File: src/rhcc_pkg.sv
`timescale 1ns / 1ps

package rhcc_pkg;

  // default number of fractional bits of every result
  localparam int FRAC_BITS_DEF = 12;

  // fixed field widths
  localparam int CH_W  = 8;
  localparam int SUM_W = 9;
  localparam int DEN_W = 11;   // largest divisor is 6 * 255
  localparam int REM_W = 12;   // partial remainder stays below twice the divisor
  localparam int OUT_W = 13;

  // divider lanes
  localparam int LANES      = 2;
  localparam int LANE_HUE   = 0;
  localparam int LANE_SAT   = 1;

  localparam logic [DEN_W-1:0] LIGHT_DEN = 11'd510;
  localparam logic [SUM_W-1:0] SUM_HALF  = 9'd255;

  // window limits in hundredths of full scale
  localparam int unsigned PCT_RED_H_LO   = 85;
  localparam int unsigned PCT_GRN_H_LO   = 25;
  localparam int unsigned PCT_GRN_H_HI   = 45;
  localparam int unsigned PCT_BLU_H_LO   = 45;
  localparam int unsigned PCT_BLU_H_HI   = 60;
  localparam int unsigned PCT_L_LO       = 10;
  localparam int unsigned PCT_L_HI       = 90;
  localparam int unsigned PCT_BLU_L_HI   = 95;
  localparam int unsigned PCT_RED_S_LO   = 20;
  localparam int unsigned PCT_GB_S_LO    = 30;

  typedef enum logic [1:0] {
    CLS_NONE  = 2'd0,
    CLS_RED   = 2'd1,
    CLS_GREEN = 2'd2,
    CLS_BLUE  = 2'd3
  } color_class_t;

  // one divider lane: dividend (before scaling) and divisor
  typedef struct packed {
    logic [REM_W-1:0] num;
    logic [DEN_W-1:0] den;
  } div_lane_t;

  // hundredths to fixed point, rounded half up
  function automatic int unsigned fx_hund(input int unsigned pct, input int unsigned frac);
    return ((pct << frac) + 50) / 100;
  endfunction

endpackage

File: src/rhcc_div_pipe.sv
`timescale 1ns / 1ps

module rhcc_div_pipe
  import rhcc_pkg::*;
#(
  parameter int FRAC_BITS = FRAC_BITS_DEF,
  localparam int QW = FRAC_BITS + 1,
  localparam int STAGES = FRAC_BITS + 1
) (
  input  logic            clk,
  input  logic            rst,
  input  logic            en,
  input  logic            in_vld,
  input  div_lane_t       lane_in [LANES],
  output logic            out_vld,
  output logic [QW-1:0]   quo [LANES]
);

  // restoring division, one quotient bit per stage, msb first
  logic                 vld [STAGES];
  logic [QW-1:0]        q   [STAGES][LANES];
  logic [REM_W-1:0]     rem [STAGES-1][LANES];
  logic [DEN_W-1:0]     den [STAGES-1][LANES];

  for (genvar s = 0; s < STAGES; s++) begin : g_stage
    logic                 v_in;
    logic [REM_W-1:0]     r_in [LANES];
    logic [DEN_W-1:0]     d_in [LANES];
    logic [QW-1:0]        q_in [LANES];

    if (s == 0) begin : g_first
      assign v_in = in_vld;
      for (genvar l = 0; l < LANES; l++) begin : g_lane
        assign r_in[l] = lane_in[l].num;
        assign d_in[l] = lane_in[l].den;
        assign q_in[l] = '0;
      end
    end else begin : g_next
      assign v_in = vld[s-1];
      for (genvar l = 0; l < LANES; l++) begin : g_lane
        assign r_in[l] = rem[s-1][l];
        assign d_in[l] = den[s-1][l];
        assign q_in[l] = q[s-1][l];
      end
    end

    always_ff @(posedge clk) begin
      if (rst) begin
        vld[s] <= 1'b0;
      end else if (en) begin
        vld[s] <= v_in;
      end
    end

    for (genvar l = 0; l < LANES; l++) begin : g_calc
      logic             ge;

      always_comb begin
        ge = r_in[l] >= REM_W'(d_in[l]);
      end

      always_ff @(posedge clk) begin
        if (en) begin
          q[s][l] <= {q_in[l][QW-2:0], ge};
        end
      end

      if (s < STAGES - 1) begin : g_carry
        logic [REM_W-1:0] diff;

        always_comb begin
          diff = ge ? (r_in[l] - REM_W'(d_in[l])) : r_in[l];
        end

        always_ff @(posedge clk) begin
          if (en) begin
            rem[s][l] <= {diff[REM_W-2:0], 1'b0};
            den[s][l] <= d_in[l];
          end
        end
      end
    end
  end

  assign out_vld = vld[STAGES-1];
  for (genvar l = 0; l < LANES; l++) begin : g_out
    assign quo[l] = q[STAGES-1][l];
  end

endmodule

File: src/rgb_to_hls_color_classifier_unit.sv
`timescale 1ns / 1ps

// channel   direction  handshake                    payload
// color     in         color_valid / color_ready    red, green, blue (8 bits each)
// result    out        result_valid / result_ready  hue, lightness, saturation (13), color_class (2)
//
// one color per clock unless a result is stalled
// the divider pipeline computes one quotient bit per stage
// rst is synchronous and clears only the valid bits; payload registers hold junk
// a stalled result freezes the whole pipeline; color_ready falls with it and
// nothing is dropped or repeated

module rgb_to_hls_color_classifier_unit
  import rhcc_pkg::*;
#(
  parameter int FRAC_BITS = FRAC_BITS_DEF
) (
  input  logic             clk,
  input  logic             rst,
  input  logic             color_valid,
  output logic             color_ready,
  input  logic [CH_W-1:0]  red,
  input  logic [CH_W-1:0]  green,
  input  logic [CH_W-1:0]  blue,
  output logic             result_valid,
  input  logic             result_ready,
  output logic [OUT_W-1:0] hue,
  output logic [OUT_W-1:0] lightness,
  output logic [OUT_W-1:0] saturation,
  output logic [1:0]       color_class
);

  localparam int QW = FRAC_BITS + 1;
  localparam int STAGES = FRAC_BITS + 1;

  // window limits in the result format
  localparam logic [QW-1:0] FX_ONE   = {1'b1, {FRAC_BITS{1'b0}}};
  localparam logic [QW-1:0] TH_R_HLO = QW'(fx_hund(PCT_RED_H_LO, FRAC_BITS));
  localparam logic [QW-1:0] TH_G_HLO = QW'(fx_hund(PCT_GRN_H_LO, FRAC_BITS));
  localparam logic [QW-1:0] TH_G_HHI = QW'(fx_hund(PCT_GRN_H_HI, FRAC_BITS));
  localparam logic [QW-1:0] TH_B_HLO = QW'(fx_hund(PCT_BLU_H_LO, FRAC_BITS));
  localparam logic [QW-1:0] TH_B_HHI = QW'(fx_hund(PCT_BLU_H_HI, FRAC_BITS));
  localparam logic [QW-1:0] TH_LLO   = QW'(fx_hund(PCT_L_LO, FRAC_BITS));
  localparam logic [QW-1:0] TH_LHI   = QW'(fx_hund(PCT_L_HI, FRAC_BITS));
  localparam logic [QW-1:0] TH_B_LHI = QW'(fx_hund(PCT_BLU_L_HI, FRAC_BITS));
  localparam logic [QW-1:0] TH_R_SLO = QW'(fx_hund(PCT_RED_S_LO, FRAC_BITS));
  localparam logic [QW-1:0] TH_GB_SLO = QW'(fx_hund(PCT_GB_S_LO, FRAC_BITS));

  // lightness divides by a constant: reciprocal multiply, exact for every sum
  // since sum times the reciprocal's rounding error stays below 2^LIGHT_SHIFT
  localparam int LIGHT_SHIFT = 18;
  localparam int LM_W        = FRAC_BITS + 10;
  localparam int PROD_W      = SUM_W + LM_W;
  localparam logic [LM_W-1:0] LIGHT_MUL =
    LM_W'(((64'd1 << (FRAC_BITS + LIGHT_SHIFT)) + 64'(LIGHT_DEN) - 64'd1) / 64'(LIGHT_DEN));

  // which channel holds the maximum, red wins ties, then green
  typedef enum logic [1:0] {
    MAX_R,
    MAX_G,
    MAX_B
  } max_sel_t;

  // global advance: the pipeline moves unless a result is waiting
  logic en;
  assign en          = !result_valid || result_ready;
  assign color_ready = en;

  // ---------------------------------------------------------------
  // stage 1: max, min and which channel is max
  // ---------------------------------------------------------------
  logic            s1_vld;
  logic [CH_W-1:0] s1_r, s1_g, s1_b, s1_mx, s1_mn;
  max_sel_t        s1_sel;

  logic [CH_W-1:0] mx_c, mn_c;
  max_sel_t        sel_c;

  always_comb begin
    priority if (red >= green && red >= blue) begin
      mx_c  = red;
      sel_c = MAX_R;
    end else if (green >= blue) begin
      mx_c  = green;
      sel_c = MAX_G;
    end else begin
      mx_c  = blue;
      sel_c = MAX_B;
    end
    mn_c = red;
    if (green < mn_c) mn_c = green;
    if (blue < mn_c) mn_c = blue;
  end

  always_ff @(posedge clk) begin
    if (rst) begin
      s1_vld <= 1'b0;
    end else if (en) begin
      s1_vld <= color_valid;
    end
  end

  always_ff @(posedge clk) begin
    if (en) begin
      s1_r   <= red;
      s1_g   <= green;
      s1_b   <= blue;
      s1_mx  <= mx_c;
      s1_mn  <= mn_c;
      s1_sel <= sel_c;
    end
  end

  // ---------------------------------------------------------------
  // stage 2: dividends and divisors for hue and saturation, sum for lightness
  // ---------------------------------------------------------------
  logic             s2_vld;
  div_lane_t        s2_lane [LANES];
  logic [SUM_W-1:0] s2_sum;

  logic [CH_W-1:0]  d_c;
  logic [SUM_W-1:0] sum_c;
  logic [REM_W-1:0] d_w, six_d, hue_num;
  logic [REM_W-1:0] r_w, g_w, b_w;
  logic [DEN_W-1:0] sat_den, hue_den;

  always_comb begin
    d_c   = s1_mx - s1_mn;
    sum_c = SUM_W'(s1_mx) + SUM_W'(s1_mn);
    d_w   = REM_W'(d_c);
    r_w   = REM_W'(s1_r);
    g_w   = REM_W'(s1_g);
    b_w   = REM_W'(s1_b);
    six_d = (d_w << 2) + (d_w << 1);

    // modular arithmetic; every selected sum lands in 0 .. 6d
    unique case (s1_sel)
      MAX_R:   hue_num = (s1_g >= s1_b) ? (g_w - b_w) : (six_d + g_w - b_w);
      MAX_G:   hue_num = (d_w << 1) + b_w - r_w;
      MAX_B:   hue_num = (d_w << 2) + r_w - g_w;
      default: hue_num = '0;
    endcase

    // gray gives a zero dividend, divisor forced nonzero so the quotient is zero
    if (d_c == '0) begin
      hue_den = DEN_W'(1);
      sat_den = DEN_W'(1);
    end else begin
      hue_den = DEN_W'(six_d);
      sat_den = (sum_c > SUM_HALF) ? (LIGHT_DEN - DEN_W'(sum_c)) : DEN_W'(sum_c);
    end
  end

  always_ff @(posedge clk) begin
    if (rst) begin
      s2_vld <= 1'b0;
    end else if (en) begin
      s2_vld <= s1_vld;
    end
  end

  always_ff @(posedge clk) begin
    if (en) begin
      s2_lane[LANE_HUE]   <= '{num: hue_num, den: hue_den};
      s2_lane[LANE_SAT]   <= '{num: d_w, den: sat_den};
      s2_sum              <= sum_c;
    end
  end

  // ---------------------------------------------------------------
  // divider pipeline: FRAC_BITS + 1 stages, hue and saturation lanes side by side
  // ---------------------------------------------------------------
  logic          dv_vld;
  logic [QW-1:0] quo [LANES];

  rhcc_div_pipe #(
    .FRAC_BITS(FRAC_BITS)
  ) u_div (
    .clk    (clk),
    .rst    (rst),
    .en     (en),
    .in_vld (s2_vld),
    .lane_in(s2_lane),
    .out_vld(dv_vld),
    .quo    (quo)
  );

  // ---------------------------------------------------------------
  // lightness: multiply in its own stage, then delayed to meet the divider
  // ---------------------------------------------------------------
  logic [PROD_W-1:0] light_prod;
  logic [QW-1:0]     light_dly [STAGES];

  assign light_prod = PROD_W'(s2_sum) * PROD_W'(LIGHT_MUL);

  always_ff @(posedge clk) begin
    if (en) begin
      light_dly[0] <= light_prod[LIGHT_SHIFT +: QW];
      for (int i = 1; i < STAGES; i++) begin
        light_dly[i] <= light_dly[i-1];
      end
    end
  end

  // ---------------------------------------------------------------
  // final stage: windows, priority red > green > blue, output register
  // ---------------------------------------------------------------
  logic         win_red, win_green, win_blue;
  color_class_t cls_c;
  logic [QW-1:0] qh, ql, qs;

  always_comb begin
    qh = quo[LANE_HUE];
    ql = light_dly[STAGES-1];
    qs = quo[LANE_SAT];
    win_red   = (qh >= TH_R_HLO) && (qh <= FX_ONE) &&
                (ql >= TH_LLO) && (ql <= TH_LHI) &&
                (qs >= TH_R_SLO) && (qs <= FX_ONE);
    win_green = (qh >= TH_G_HLO) && (qh <= TH_G_HHI) &&
                (ql >= TH_LLO) && (ql <= TH_LHI) &&
                (qs >= TH_GB_SLO) && (qs <= FX_ONE);
    win_blue  = (qh >= TH_B_HLO) && (qh <= TH_B_HHI) &&
                (ql >= TH_LLO) && (ql <= TH_B_LHI) &&
                (qs >= TH_GB_SLO) && (qs <= FX_ONE);
    priority if (win_red)   cls_c = CLS_RED;
    else if (win_green)     cls_c = CLS_GREEN;
    else if (win_blue)      cls_c = CLS_BLUE;
    else                    cls_c = CLS_NONE;
  end

  always_ff @(posedge clk) begin
    if (rst) begin
      result_valid <= 1'b0;
    end else if (en) begin
      result_valid <= dv_vld;
    end
  end

  // results wider than the port keep their low bits
  always_ff @(posedge clk) begin
    if (en) begin
      hue         <= OUT_W'(qh);
      lightness   <= OUT_W'(ql);
      saturation  <= OUT_W'(qs);
      color_class <= cls_c;
    end
  end

endmodule

File: config.mk
export PLATFORM = sky130hd
export DESIGN_NAME = rgb_to_hls_color_classifier_unit
export DESIGN_NICKNAME = d
export VERILOG_FILES = /design/src/rhcc_pkg.sv /design/src/rhcc_div_pipe.sv /design/src/rgb_to_hls_color_classifier_unit.sv
export SDC_FILE = /design/constraint.sdc
export NUM_CORES = 2
export LEC_CHECK = 0
export ABC_AREA = 1
export ABC_CLOCK_PERIOD_IN_PS = 31500
export BUFFER_PORTS_ARGS = -buffer_cell sky130_fd_sc_hd__buf_2
export CORE_UTILIZATION = 39
export DETAILED_ROUTE_END_ITERATION = 7
export SLEW_MARGIN = 20
export SYNTH_ARGS = -nofsm -noshare
export SYNTH_HDL_FRONTEND = slang
export SYNTH_HIERARCHICAL = 1
export SYNTH_SLANG_ARGS = --single-unit
File: constraint.sdc
create_clock -name clk -period 31.5 [get_ports clk]
set_clock_uncertainty 0.05 [all_clocks]
set_input_delay 1.575 -clock clk [delete_from_list [all_inputs] [get_ports clk]]
set_output_delay 1.575 -clock clk [all_outputs]
set_load 0.005 [all_outputs]
==> out/qor.yml <==
status:
  status: "finished clean"
synth:
  yosysTopAreaCellShare: 0.536
  synth_mux_area_frac: 0
  synthArstFlopShare: 0
  syn_area_mm2: 0.0574
  synth_compound_area_frac: 0.0338
  syn_avg_cell_area_um2: 9.53
  synth_edf_count: 1024
  synth-adder-area-share: 0.104
  synth_area_leader_cell: "edfxtp_1"
  synthCells: 6024
  yosysWarnings: 6
  synthFlopType: "edfxtp_1"
  synth_seq_cells: 1027
  synth_area_leaders: "edfxtp_1 (54%), nand2_1 (12%), ha_1 (8.6%)"
  synth.most_common_cell: "nand2_1"
  synth_top_family_by_area: "simple AND/OR/NAND/NOR gates"
  yosys.area_share.xor_xnor: 0.0171
  yosys.area_share.simple: 0.232
  synth_commonest_cells: "nand2_1 (1783), edfxtp_1 (1024), inv_1 (978)"
  yosysSeqAreaShare: 0.537
  synth.distinct_cells: 64
timing:
  rsz0062_at_grt: "false"
  fin_crit_ps: 5020
  fin_ws_ps: 26480
  fmax_mhz: 199
  finalCritPeriodShare: 0.159
  worstMarginPinSlew_ps: 1070
  hold_viol_final: 0
  setup_tns_ps: 0
  setup_violations: 0
  max-slew-margin-rel: 0.283
  final_max_slew_viol_count: 0
critical_path:
  critical_path_required_ps: 31900
  crit_chain: "inv_1 > ha_1 > inv_1 > fa_1 > xor2_1 > ha_1 > nand2_1 > inv_1 > nor2_1 > nand2_2 > nand2_2 > xor2_1 > inv_1 > fa_1 > ha_1 > nand2_1 > nor2_1 > a21oi_1 > o21ai_0 > nand2_1 > nand2_1 > nand2_1 > nand2_1 > nand3_1"
  worstPathBufferInverterCount: 4
  crit_slowest_cell: "xor2_1"
  crit_fanout: 7
  r2r-start: "s1_mx[0]"
  cp_slowest_stage_delay_ps: 620
  cp-startpoint: "s1_mx[0]"
  worst_path_most_repeated_cell: "nand2_1"
  critical_path_arrival_ps: 5420
  worstSetupPathType: "reg -> reg"
  cp-start-kind: "flip-flop"
  rrSetupSlack_ps: 26480
  reg2regPathDepth: 24
  r2r_end: "s2_lane[43]"
  path_delay_family: "adder cells"
  endpoint_kind: "flip-flop"
global_route:
  globalRouteTotalUtil: 0.164
  antenna_found_initial: 1
  grt_pass1_wl_mm: 198
  overflow: 0
  first_global_vias: 38700
  grt_start_max_net_pins: 215
routing:
  drtIter0Drc: 2885
  wl_per_cell_um: 14.8
  vias: 39600
  drcViolationCount: 0
  wl_mm: 121
  antenna_left: 0
  vias_per_cell: 4.85
  firstDrtPassIters: 6
min_path:
  min_to: "light_dly[0][28]"
  min_path_cells: 0
  hold_path_class: "reg -> reg"
  min_from: "light_dly[0][15]"
placement:
  gp_congestion: 0.893
  dp_hpwl_mm: 90.8
  io_buffers: 70
  pre_cts_ws_ps: 26520
floorplan:
  core-area_mm2: 0.146
  dieArea_mm2: 0.149
  rows: 140
  ioPinCount: 71
  fp.dieH_um: 386
  die_x_um: 386
  start_util: 0.393
layout:
  antennaDiodeCount: 0
  nNetsFinal: 6626
  fillCellCount: 13900
  post_route_cells_drive_above_1_share: 0.0728
  fin_util: 0.435
  syn_to_final_growth_pct: 10.6
clock_tree:
  post_cts_buffers: 0
  cts_made_buffers: 112
  clockBufferDepth: 3
  cts-root-buf: "clkbuf_16"
  htree_levels: 3
  worst_skew_pair.late_latency_ps: 720
  cts_tree: "yes"
  cts-hold-fix-buffers: 0
  clock_sinks: 1027
  clkTransAtPathRegs_ps: 60
  cts_resized: 0
job:
  maxCapViolCount: 0
## final cells by class
cell class,count,area (um^2),share of cell area
clock buffers,125,2870,0.0453
clock inverters,85,911,0.0143
inverters,995,3750,0.0590
multi-input cells,3931,22200,0.350
flip-flops and latches,1027,30800,0.485
well taps,1917,2400,0.0378
repair buffers,84,500,0.00788
## kinds of logic (layout without fill, tap and decap cells)
kind of cell               Yosys count  after routing
buffers and inverters             1073           1289
other                                1              8
AOI/OAI and AO/OA                  317            317
and+or+nand+nor                   3054           3054
adders and majority gates          447            447
xor gates and xnor gates           105            105
DFF                               1027           1027
## placed cells by master, fill, tap and decap left out, types with 17 or more instances in the layout
| master | n |
|---|---|
| inv_1 | 977 |
| nand2_2 | 17 |
| nand2_1 | 1783 |
| clkbuf_16 | 113 |
| nor2_1 | 297 |
| edfxtp_1 | 1024 |
| or2_2 | 27 |
| nand4_1 | 104 |
| ha_1 | 396 |
| a21oi_1 | 152 |
| nand3b_1 | 55 |
| fa_1 | 51 |
| buf_2 | 70 |
| clkinv_2 | 23 |
| nand3_1 | 674 |
| nor2_2 | 35 |
| a21oi_2 | 47 |
| xor2_1 | 93 |
| o21ai_0 | 49 |
## how the worst max path moves through the flow
stage	slack, ps	end	cells past startpoint
3_3_place_gp	26580	s2_lane[42]	22
5_1_grt	26160	s2_lane[42]	22
4_1_cts	26540	s2_lane[42]	22
6_report	26480	s2_lane[43]	24
3_5_place_dp	26520	s2_lane[42]	22
2_1_floorplan	7340	u_div/vld[0][0]	5
## metal layers
layer / global-route usage / share of wire
met4: 0.0455 / 0.024
met2: 0.273 / 0.47
met5: 0 / 0
met1: 0.223 / 0.47
met3: 0.0223 / 0.038
## registers in the layout, summed over array words and instances, names as in the netlist, 40 cells and up
register,cells
light_dly,169
s2_lane,40
u_div/den,264
u_div/q,182
u_div/rem,264
## metrics by stage
step | instances | area (um^2) | hold WS (ps)
after floorplan | 6031 | 57400 | 350
after global placement | 7953 | 59700 | 350
final | 8164 | 63500 | 346
after detailed placement | 7953 | 59700 | 355
after CTS | 8163 | 63500 | 338
after global routing | 8164 | 63500 | 341
Power is left out: the tool's default activity adds up to more than one toggle a clock period on the data nets, which glitch-free logic cannot reach.
